`src/rtl/vnu_pkg.sv`:
```
// Shared widths, constants and payload types of the vector norm unit.
package vnu_pkg;

  localparam int unsigned ELEM_W      = 16;
  localparam int unsigned MAG_W       = 16;
  localparam int unsigned SQR_W       = 31;
  localparam int unsigned ONE_NORM_W  = 26;
  localparam int unsigned SQ_SUM_W    = 41;
  localparam int unsigned TWO_NORM_W  = 21;
  localparam int unsigned MAX_NORM_W  = 16;
  localparam int unsigned COUNT_W     = 11;

  // Square root chain: two radicand bits enter each step.
  localparam int unsigned RAD_W       = 42;
  localparam int unsigned ROOT_W      = TWO_NORM_W;
  localparam int unsigned REM_W       = ROOT_W + 1;
  localparam int unsigned SQRT_STEPS  = RAD_W / 2;

  localparam int unsigned MAX_LEN_DEF = 1024;

  typedef struct packed {
    logic [ONE_NORM_W-1:0] one_norm;
    logic [MAX_NORM_W-1:0] max_norm;
    logic [COUNT_W-1:0]    element_count;
    logic                  saturated;
  } vnu_res_t;

  typedef struct packed {
    logic [RAD_W-1:0]  rad;
    logic [REM_W-1:0]  rem;
    logic [ROOT_W-1:0] root;
    vnu_res_t          res;
  } vnu_cell_t;

endpackage

```
`src/rtl/vnu_ifs.sv`:
```
// Valid/ready channel interfaces for element requests and norm results.
interface vnu_in_if import vnu_pkg::*; ();
  logic                     valid;
  logic                     ready;
  logic signed [ELEM_W-1:0] element_value;
  logic                     last_element;

  modport source (output valid, element_value, last_element, input ready);
  modport sink   (input valid, element_value, last_element, output ready);
endinterface

interface vnu_out_if import vnu_pkg::*; ();
  logic                  valid;
  logic                  ready;
  logic [ONE_NORM_W-1:0] one_norm;
  logic [TWO_NORM_W-1:0] two_norm;
  logic [MAX_NORM_W-1:0] max_norm;
  logic [COUNT_W-1:0]    element_count;
  logic                  saturated;

  modport source (output valid, one_norm, two_norm, max_norm, element_count, saturated,
                  input ready);
  modport sink   (input valid, one_norm, two_norm, max_norm, element_count, saturated,
                  output ready);
endinterface

```
`src/rtl/vnu_acc.sv`:
```
// Element accumulator: magnitude and square stage, then saturating running sums.
module vnu_acc import vnu_pkg::*; #(
  parameter int unsigned MAX_LEN = MAX_LEN_DEF
) (
  input  logic                     clk_i,
  input  logic                     rst_ni,
  input  logic                     in_valid_i,
  output logic                     in_ready_o,
  input  logic signed [ELEM_W-1:0] element_value_i,
  input  logic                     last_element_i,
  output logic                     out_valid_o,
  input  logic                     out_ready_i,
  output vnu_cell_t                out_data_o
);

  localparam logic [63:0] LenL     = 64'(MAX_LEN);
  localparam logic [63:0] CountLim = (64'd1 << COUNT_W) - 64'd1;
  localparam logic [63:0] AbsLim   = (64'd1 << ONE_NORM_W) - 64'd1;
  localparam logic [63:0] SqLim    = (64'd1 << SQ_SUM_W) - 64'd1;
  localparam logic [63:0] AbsFull  = LenL << (ELEM_W - 1);
  localparam logic [63:0] SqFull   = LenL << (2 * (ELEM_W - 1));
  localparam logic [COUNT_W-1:0]    CountCap = COUNT_W'((LenL < CountLim) ? LenL : CountLim);
  localparam logic [ONE_NORM_W-1:0] AbsCap   = ONE_NORM_W'((AbsFull < AbsLim) ? AbsFull : AbsLim);
  localparam logic [SQ_SUM_W-1:0]   SqCap    = SQ_SUM_W'((SqFull < SqLim) ? SqFull : SqLim);

  logic [ELEM_W-1:0]      raw;
  logic [MAG_W-1:0]       mag_d, mag_q;
  logic [SQR_W-1:0]       sqr_d, sqr_q;
  logic                   s1_valid_q, s1_last_q;
  logic                   s1_adv, s1_fire;

  logic [ONE_NORM_W-1:0]  abs_q, abs_d;
  logic [SQ_SUM_W-1:0]    sq_q, sq_d;
  logic [MAX_NORM_W-1:0]  max_q, max_d;
  logic [COUNT_W-1:0]     count_q, count_d;
  logic                   ovf_q, ovf_d;
  logic                   cnt_full;
  logic [ONE_NORM_W:0]    abs_wide;
  logic [SQ_SUM_W:0]      sq_wide;

  // Magnitude of a two's complement value; the most negative one maps to 2^15.
  assign raw   = element_value_i;
  assign mag_d = raw[ELEM_W-1] ? MAG_W'(~raw + 16'd1) : raw;
  assign sqr_d = SQR_W'(mag_d) * SQR_W'(mag_d);

  // Hold the stage only when a last element waits for the root chain.
  assign s1_adv      = !s1_valid_q || !s1_last_q || out_ready_i;
  assign s1_fire     = s1_valid_q && s1_adv;
  assign in_ready_o  = s1_adv;
  assign out_valid_o = s1_valid_q && s1_last_q;

  always_ff @(posedge clk_i or negedge rst_ni) begin
    if (!rst_ni) begin
      s1_valid_q <= 1'b0;
      s1_last_q  <= 1'b0;
    end else if (s1_adv) begin
      s1_valid_q <= in_valid_i;
      s1_last_q  <= last_element_i;
    end
  end

  always_ff @(posedge clk_i) begin
    if (s1_adv && in_valid_i) begin
      mag_q <= mag_d;
      sqr_q <= sqr_d;
    end
  end

  always_comb begin
    cnt_full = (count_q >= CountCap);
    count_d  = cnt_full ? count_q : count_q + 1'b1;
    ovf_d    = ovf_q | cnt_full;
    abs_wide = {1'b0, abs_q} + (ONE_NORM_W + 1)'(mag_q);
    abs_d    = (abs_wide > {1'b0, AbsCap}) ? AbsCap : abs_wide[ONE_NORM_W-1:0];
    sq_wide  = {1'b0, sq_q} + (SQ_SUM_W + 1)'(sqr_q);
    sq_d     = (sq_wide > {1'b0, SqCap}) ? SqCap : sq_wide[SQ_SUM_W-1:0];
    max_d    = (mag_q > max_q) ? mag_q : max_q;
  end

  always_comb begin
    out_data_o                   = '0;
    out_data_o.rad               = RAD_W'(sq_d);
    out_data_o.res.one_norm      = abs_d;
    out_data_o.res.max_norm      = max_d;
    out_data_o.res.element_count = count_d;
    out_data_o.res.saturated     = ovf_d;
  end

  // Clear everything once a vector's result leaves for the root chain.
  always_ff @(posedge clk_i or negedge rst_ni) begin
    if (!rst_ni) begin
      abs_q   <= '0;
      sq_q    <= '0;
      max_q   <= '0;
      count_q <= '0;
      ovf_q   <= 1'b0;
    end else if (s1_fire) begin
      if (s1_last_q) begin
        abs_q   <= '0;
        sq_q    <= '0;
        max_q   <= '0;
        count_q <= '0;
        ovf_q   <= 1'b0;
      end else begin
        abs_q   <= abs_d;
        sq_q    <= sq_d;
        max_q   <= max_d;
        count_q <= count_d;
        ovf_q   <= ovf_d;
      end
    end
  end

`ifndef ASSERT_OFF
  a_count_cap: assert property (@(posedge clk_i) disable iff (!rst_ni)
    count_q <= CountCap) else $error("element count beyond cap");
  a_ovf_at_cap: assert property (@(posedge clk_i) disable iff (!rst_ni)
    ovf_q |-> count_q == CountCap) else $error("overflow flag below cap");
  a_sums_capped: assert property (@(posedge clk_i) disable iff (!rst_ni)
    abs_q <= AbsCap && sq_q <= SqCap) else $error("running sum beyond cap");
  a_clear_after_last: assert property (@(posedge clk_i) disable iff (!rst_ni)
    s1_fire && s1_last_q |=> count_q == '0 && !ovf_q && max_q == '0)
    else $error("state not cleared after last element");
`endif

endmodule

```
`src/rtl/vnu_sqrt_cell.sv`:
```
// One digit step of the square root chain, with its own valid/ready slot.
module vnu_sqrt_cell import vnu_pkg::*; (
  input  logic      clk_i,
  input  logic      rst_ni,
  input  logic      in_valid_i,
  output logic      in_ready_o,
  input  vnu_cell_t in_data_i,
  output logic      out_valid_o,
  input  logic      out_ready_i,
  output vnu_cell_t out_data_o
);

  logic              valid_q;
  vnu_cell_t         data_q, data_d;
  logic [REM_W+1:0]  rem_sh, trial, diff;
  logic              ge;

  assign in_ready_o  = !valid_q || out_ready_i;
  assign out_valid_o = valid_q;
  assign out_data_o  = data_q;

  // Shift in two radicand bits, try subtracting 4*root+1.
  always_comb begin
    rem_sh      = {in_data_i.rem, in_data_i.rad[RAD_W-1 -: 2]};
    trial       = {1'b0, in_data_i.root, 2'b01};
    ge          = (rem_sh >= trial);
    diff        = rem_sh - trial;
    data_d      = in_data_i;
    data_d.rad  = in_data_i.rad << 2;
    data_d.rem  = ge ? diff[REM_W-1:0] : rem_sh[REM_W-1:0];
    data_d.root = {in_data_i.root[ROOT_W-2:0], ge};
  end

  always_ff @(posedge clk_i or negedge rst_ni) begin
    if (!rst_ni) begin
      valid_q <= 1'b0;
    end else if (in_ready_o) begin
      valid_q <= in_valid_i;
    end
  end

  always_ff @(posedge clk_i) begin
    if (in_valid_i && in_ready_o) begin
      data_q <= data_d;
    end
  end

endmodule

```
`src/rtl/vector_norm_unit.sv`:
```
// Top level of the vector norm unit: accumulator followed by the square root chain.
//
// Usage: vector elements arrive on in_i, one signed Q8.8 value per request, with
// last_element high on the final element of each vector. For every vector the
// block sends one result request on out_o holding the one-norm (saturating sum
// of magnitudes), the two-norm (floor square root of the sum of squares, Q13.8),
// the max-norm, the element count and a saturation flag.
// Throughput: one element per cycle, set by the single accumulate step each element
// takes, unless a last element waits for the chain; the accumulator clears in the
// same cycle the last element leaves it, so the next vector follows without a gap.
// A last element is registered in the magnitude and square stage, where the
// running sums close and feed the first cell of the 21-cell root chain; the
// result then passes through the remaining cells, one radicand digit pair per
// cell.
// The chain takes a new vector result every cycle unless the receiver stalls, so it
// overlaps the accumulation of later vectors.
// Reset (rst_ni low, asynchronous): all sums, counts and cell valid bits clear.
// Receiver stall: the finished result holds in the last cell; earlier cells keep
// filling empty slots, and in_i.ready drops only when a last element finds the
// whole chain occupied.
module vector_norm_unit import vnu_pkg::*; #(
  parameter int unsigned MAX_LEN = MAX_LEN_DEF
) (
  input  logic  clk_i,
  input  logic  rst_ni,
  vnu_in_if.sink    in_i,
  vnu_out_if.source out_o
);

  logic      cell_valid [SQRT_STEPS+1];
  logic      cell_ready [SQRT_STEPS+1];
  vnu_cell_t cell_data  [SQRT_STEPS+1];

  // Accumulate elements; emit one request per vector into the chain.
  vnu_acc #(
    .MAX_LEN (MAX_LEN)
  ) u_acc (
    .clk_i           (clk_i),
    .rst_ni          (rst_ni),
    .in_valid_i      (in_i.valid),
    .in_ready_o      (in_i.ready),
    .element_value_i (in_i.element_value),
    .last_element_i  (in_i.last_element),
    .out_valid_o     (cell_valid[0]),
    .out_ready_i     (cell_ready[0]),
    .out_data_o      (cell_data[0])
  );

  // Root chain: each cell resolves one bit of the two-norm and passes it on.
  for (genvar k = 0; k < SQRT_STEPS; k++) begin : g_cell
    vnu_sqrt_cell u_cell (
      .clk_i       (clk_i),
      .rst_ni      (rst_ni),
      .in_valid_i  (cell_valid[k]),
      .in_ready_o  (cell_ready[k]),
      .in_data_i   (cell_data[k]),
      .out_valid_o (cell_valid[k+1]),
      .out_ready_i (cell_ready[k+1]),
      .out_data_o  (cell_data[k+1])
    );
  end

  // The last cell doubles as the output register.
  assign cell_ready[SQRT_STEPS] = out_o.ready;
  assign out_o.valid            = cell_valid[SQRT_STEPS];
  assign out_o.one_norm         = cell_data[SQRT_STEPS].res.one_norm;
  assign out_o.two_norm         = cell_data[SQRT_STEPS].root;
  assign out_o.max_norm         = cell_data[SQRT_STEPS].res.max_norm;
  assign out_o.element_count    = cell_data[SQRT_STEPS].res.element_count;
  assign out_o.saturated        = cell_data[SQRT_STEPS].res.saturated;

endmodule
```
`src/flat_wrapper.sv`:
```
// flat-port wrapper written by rule: the top's interface ports become plain ports
module vector_norm_unit_flat import vnu_pkg::*;
#(
  parameter int unsigned MAX_LEN = MAX_LEN_DEF
)
  (clk_i, rst_ni, in_i_valid, in_i_element_value, in_i_last_element, in_i_ready, out_o_valid, out_o_one_norm, out_o_two_norm, out_o_max_norm, out_o_element_count, out_o_saturated, out_o_ready);
  vnu_in_if in_i_i ();
  vnu_out_if out_o_i ();
  input  logic clk_i;
  input  logic rst_ni;
  input wire logic [$bits(in_i_i.valid)-1:0] in_i_valid;
  input wire logic [$bits(in_i_i.element_value)-1:0] in_i_element_value;
  input wire logic [$bits(in_i_i.last_element)-1:0] in_i_last_element;
  output wire logic [$bits(in_i_i.ready)-1:0] in_i_ready;
  output wire logic [$bits(out_o_i.valid)-1:0] out_o_valid;
  output wire logic [$bits(out_o_i.one_norm)-1:0] out_o_one_norm;
  output wire logic [$bits(out_o_i.two_norm)-1:0] out_o_two_norm;
  output wire logic [$bits(out_o_i.max_norm)-1:0] out_o_max_norm;
  output wire logic [$bits(out_o_i.element_count)-1:0] out_o_element_count;
  output wire logic [$bits(out_o_i.saturated)-1:0] out_o_saturated;
  input wire logic [$bits(out_o_i.ready)-1:0] out_o_ready;
  assign in_i_i.valid = in_i_valid;
  assign in_i_i.element_value = in_i_element_value;
  assign in_i_i.last_element = in_i_last_element;
  assign in_i_ready = in_i_i.ready;
  assign out_o_valid = out_o_i.valid;
  assign out_o_one_norm = out_o_i.one_norm;
  assign out_o_two_norm = out_o_i.two_norm;
  assign out_o_max_norm = out_o_i.max_norm;
  assign out_o_element_count = out_o_i.element_count;
  assign out_o_saturated = out_o_i.saturated;
  assign out_o_i.ready = out_o_ready;
  vector_norm_unit #(.MAX_LEN(MAX_LEN)) u_core (.clk_i(clk_i), .rst_ni(rst_ni), .in_i(in_i_i), .out_o(out_o_i));
endmodule
```
`config.mk`:
```
export PLATFORM = sky130hd
export DESIGN_NAME = vector_norm_unit_flat
export DESIGN_NICKNAME = d
export VERILOG_FILES = /design/src/rtl/vnu_pkg.sv /design/src/rtl/vnu_ifs.sv /design/src/rtl/vnu_acc.sv /design/src/rtl/vnu_sqrt_cell.sv /design/src/rtl/vector_norm_unit.sv /design/src/flat_wrapper.sv
export SDC_FILE = /design/constraint.sdc
export NUM_CORES = 2
export LEC_CHECK = 0
export ABC_AREA = 1
export BUFFER_PORTS_ARGS = -buffer_cell sky130_fd_sc_hd__clkbuf_2
export CAP_MARGIN = 40
export CORE_ASPECT_RATIO = 0.5
export CORE_MARGIN = 5
export CORE_UTILIZATION = 51
export DETAILED_ROUTE_END_ITERATION = 10
export PLACE_DENSITY_LB_ADDON = 0.12
export SLEW_MARGIN = 10
export SYNTH_ARGS = -nofsm -noshare
export SYNTH_HDL_FRONTEND = slang
export SYNTH_HIERARCHICAL = 1
export SYNTH_SLANG_ARGS = --single-unit
export TNS_END_PERCENT = 5
```
`constraint.sdc`:
```
create_clock -name clk_i -period 22.5 [get_ports clk_i]
set_input_delay 2.25 -clock clk_i [delete_from_list [all_inputs] [get_ports clk_i]]
set_output_delay 2.25 -clock clk_i [all_outputs]
set_load 0.02 [all_outputs]
```
==> results_dict.tcl <==
set metrics [dict create \
    outcome "complete, no violations" \
    critPathLaunchType "input port" \
    hold_buffers 0 \
    htreeDepth 4 \
    nNetsFinal 14511 \
    overflow 0 \
    fp.coreArea_um2 264000 \
    critPathMaxStageDelay_ps 570 \
    path_max_fanout 17 \
    syn-cell-area_um2 136000 \
    num_rows 133 \
    crit_arrival_ps 10570 \
    hp-class "reg -> reg" \
    static-leakage-power_nw 66.7 \
    hold_viol_final 0 \
    vias 88458 \
    relSlewSlack_pct 34.2 \
    cts_tree "built" \
    rrSetupSlack_ps 16160 \
    wl_mm 325 \
    clock_skew_ps 77.7 \
    clkSinkCount 2598 \
    post-route-util_pct 56.0 \
    grt_antenna_before_repair 20 \
    hpwlAfterDp_mm 251 \
    pin_count 98 \
    setup.worst_path.start "in_i_element_value[0]" \
    wl_per_cell_um 18.7 \
    synth_cells 13461 \
    internal_power_mw 11.0 \
    finalSetupViolCount 0 \
    worstSetupEndpoint "u_core/u_acc/sqr_q[26]" \
    grt_max_degree 138 \
    syn_to_final_growth_pct 8.87 \
    cts-root-buf "clkbuf_16" \
    setup_ws_ps 12550 \
    start_util_pct 51.4 \
    dp_slack_ps 11730 \
    yosys_warnings 6 \
    multiInputGateArea_um2 46800 \
    drtIter0Drc 6336 \
    die-area_um2 277000 \
    seqPwrFrac_pct 39.2 \
    synth_area_per_cell_um2 10.1 \
    critical_path_class "in -> reg" \
    dr.pass1.iters 6 \
    gp_congestion 0.942 \
    critical_path.reg2reg.endpoint "u_core/u_acc/ovf_q" \
    worstSkewPairLatency_ps 890 \
    die_h_um 375 \
    fmax_ghz 0.100 \
    post-cts-setup-buffer-count 0 \
    drc 0 \
    combPwrFrac_pct 37.6 \
    cts_made_buffers 233 \
    clkPwrFrac_pct 23.2 \
    clk_path_buf_depth 4 \
    drive_gt1_share_pct 9.45 \
    whs_ps 358 \
    crit_required_ps 23110 \
    fin_setup_tns_ps 0 \
    ctsResizeCount 0 \
    cap_violations 0 \
    r2r-start "u_core/g_cell[20].u_cell/out_valid_o" \
    tightest_slew_ps 986 \
    p_per_area_nw_per_um2 119 \
    swShare_pct 37.3 \
    viasPerCell 5.09 \
    grt_pass1_wl_mm 500 \
    layout_min_cycle_time_ps 9950 \
    die_x_um 739 \
    power_mw 17.6 \
    ff2ff_path_depth 48 \
    slew_viol_final 0 \
    endpoint_kind "flip-flop" \
    seq_area_um2 77400 \
    p_sw_mw 6.57 \
    grt_setup_unrepaired "no" \
    ant_nets 0 \
    grt_usage_pct 23.2 \
    fin_crit_sh_pct 44.2 \
    portBuffers 97 \
    grt_pass1_vias 85758 \
    fillers 23131 \
    worst_path_max_delay_cell "clkinv_1" \
    path_clk_slew_ps 70 \
    vdd_drop_max_mv 0.179 \
    cp_common_cell "inv_1" \
]
[final cells by class]
| cell class | count | area share (%) |
|---|---|---|
| Antenna cell | 8 | 0.0136 |
| Inverter | 2620 | 6.66 |
| Multi-Input combinational cell | 8060 | 31.7 |
| Tap cell | 3510 | 2.98 |
| Sequential cell | 2598 | 52.5 |
| Clock buffer | 279 | 4.17 |
| Clock inverter | 139 | 1.11 |
| Timing Repair Buffer | 169 | 0.901 |
[power by group through the flow]
stage          Clock (mW)  Sequential, mW  Combinational, mW
5_1_grt              4.41            6.96               7.46
4_1_cts              4.20            6.91               6.59
2_1_floorplan           0            6.88               4.99
3_3_place_gp            0            7.00               6.47
6_report             4.08            6.89               6.61
3_5_place_dp            0            7.01               6.54
[layout by cell type (no fill, tap or decap), types with 14 or more instances in the layout]
cell	count
edfxtp_1	2480
clkinv_2	35
clkbuf_1	32
inv_2	53
o21bai_1	44
nand2_2	173
bufinv_16	31
nand4_1	319
o21ai_2	220
o21ai_0	93
fa_1	166
ha_1	642
and2_1	21
nor2_1	817
nand3b_1	114
xor2_1	189
nor2_2	27
nor3_1	108
clkbuf_16	234
inv_1	2560
nand2_1	3755
nor2_4	44
nand4_4	21
clkinv_1	34
dfrtp_1	118
a21oi_1	364
clkbuf_2	96
nand3_2	212
o22ai_1	20
buf_4	55
conb_1	55
xnor2_1	71
nand3_1	514
clkinv_4	14
a21oi_4	21
[critical path: cells and delay by family]
kind / cells / cell delay, ps
AO/OA/AOI/OAI: 5 / 1590
XOR/XNOR: 2 / 170
adder cells (fa/ha/maj): 8 / 3880
buffers and inverters: 14 / 1890
AND/OR/NAND/NOR: 7 / 790
[metal layers]
layer | track usage, % | routed length [µm] | vias up
li1 | - | - | 44104
met1 | 32.3 | 147000 | 41793
met2 | 38.6 | 153000 | 2030
met3 | 2.60 | 14600 | 529
met4 | 7.18 | 10600 | 2
met5 | 0 | 13 | -
[per-stage QoR]
| stage | instances | area (µm²) |
|---|---|---|
| floorplan | 13514 | 136000 |
| global placement | 16941 | 139000 |
| detailed placement | 16952 | 140000 |
| CTS | 17370 | 147000 |
| global route | 17382 | 148000 |
| finish | 17383 | 148000 |
[registers in the layout, indices dropped and copies added (netlist names)]
register	count
u_core/u_acc/ovf_q	1
u_core/u_acc/s1_last_q	1
u_core/g_cell.u_cell/out_valid_o	21
u_core/u_acc/sqr_q	29
u_core/u_acc/max_q	16
u_core/g_cell.u_cell/out_data_o	2435
u_core/u_acc/abs_q	26
u_core/u_acc/s1_valid_q	1
u_core/u_acc/sq_q	41
u_core/u_acc/mag_q	16
u_core/u_acc/count_q	11
[worst min path at each step]
stage,start,to,slack (ps),depth (start not counted)
floorplan,u_core/g_cell[9].u_cell/out_data_o[0],u_core/g_cell[10].u_cell/out_data_o[0],400,0
global placement,u_core/g_cell[17].u_cell/out_data_o[38],u_core/g_cell[18].u_cell/out_data_o[38],400,0
detailed placement,u_core/g_cell[9].u_cell/out_data_o[21],u_core/g_cell[10].u_cell/out_data_o[21],400,0
CTS,u_core/g_cell[0].u_cell/out_data_o[39],u_core/g_cell[1].u_cell/out_data_o[39],350,0
global route,u_core/g_cell[7].u_cell/out_data_o[21],u_core/g_cell[8].u_cell/out_data_o[21],350,0
finish,u_core/g_cell[7].u_cell/out_data_o[21],u_core/g_cell[8].u_cell/out_data_o[21],360,0
Power figures use the tool's default switching activity.
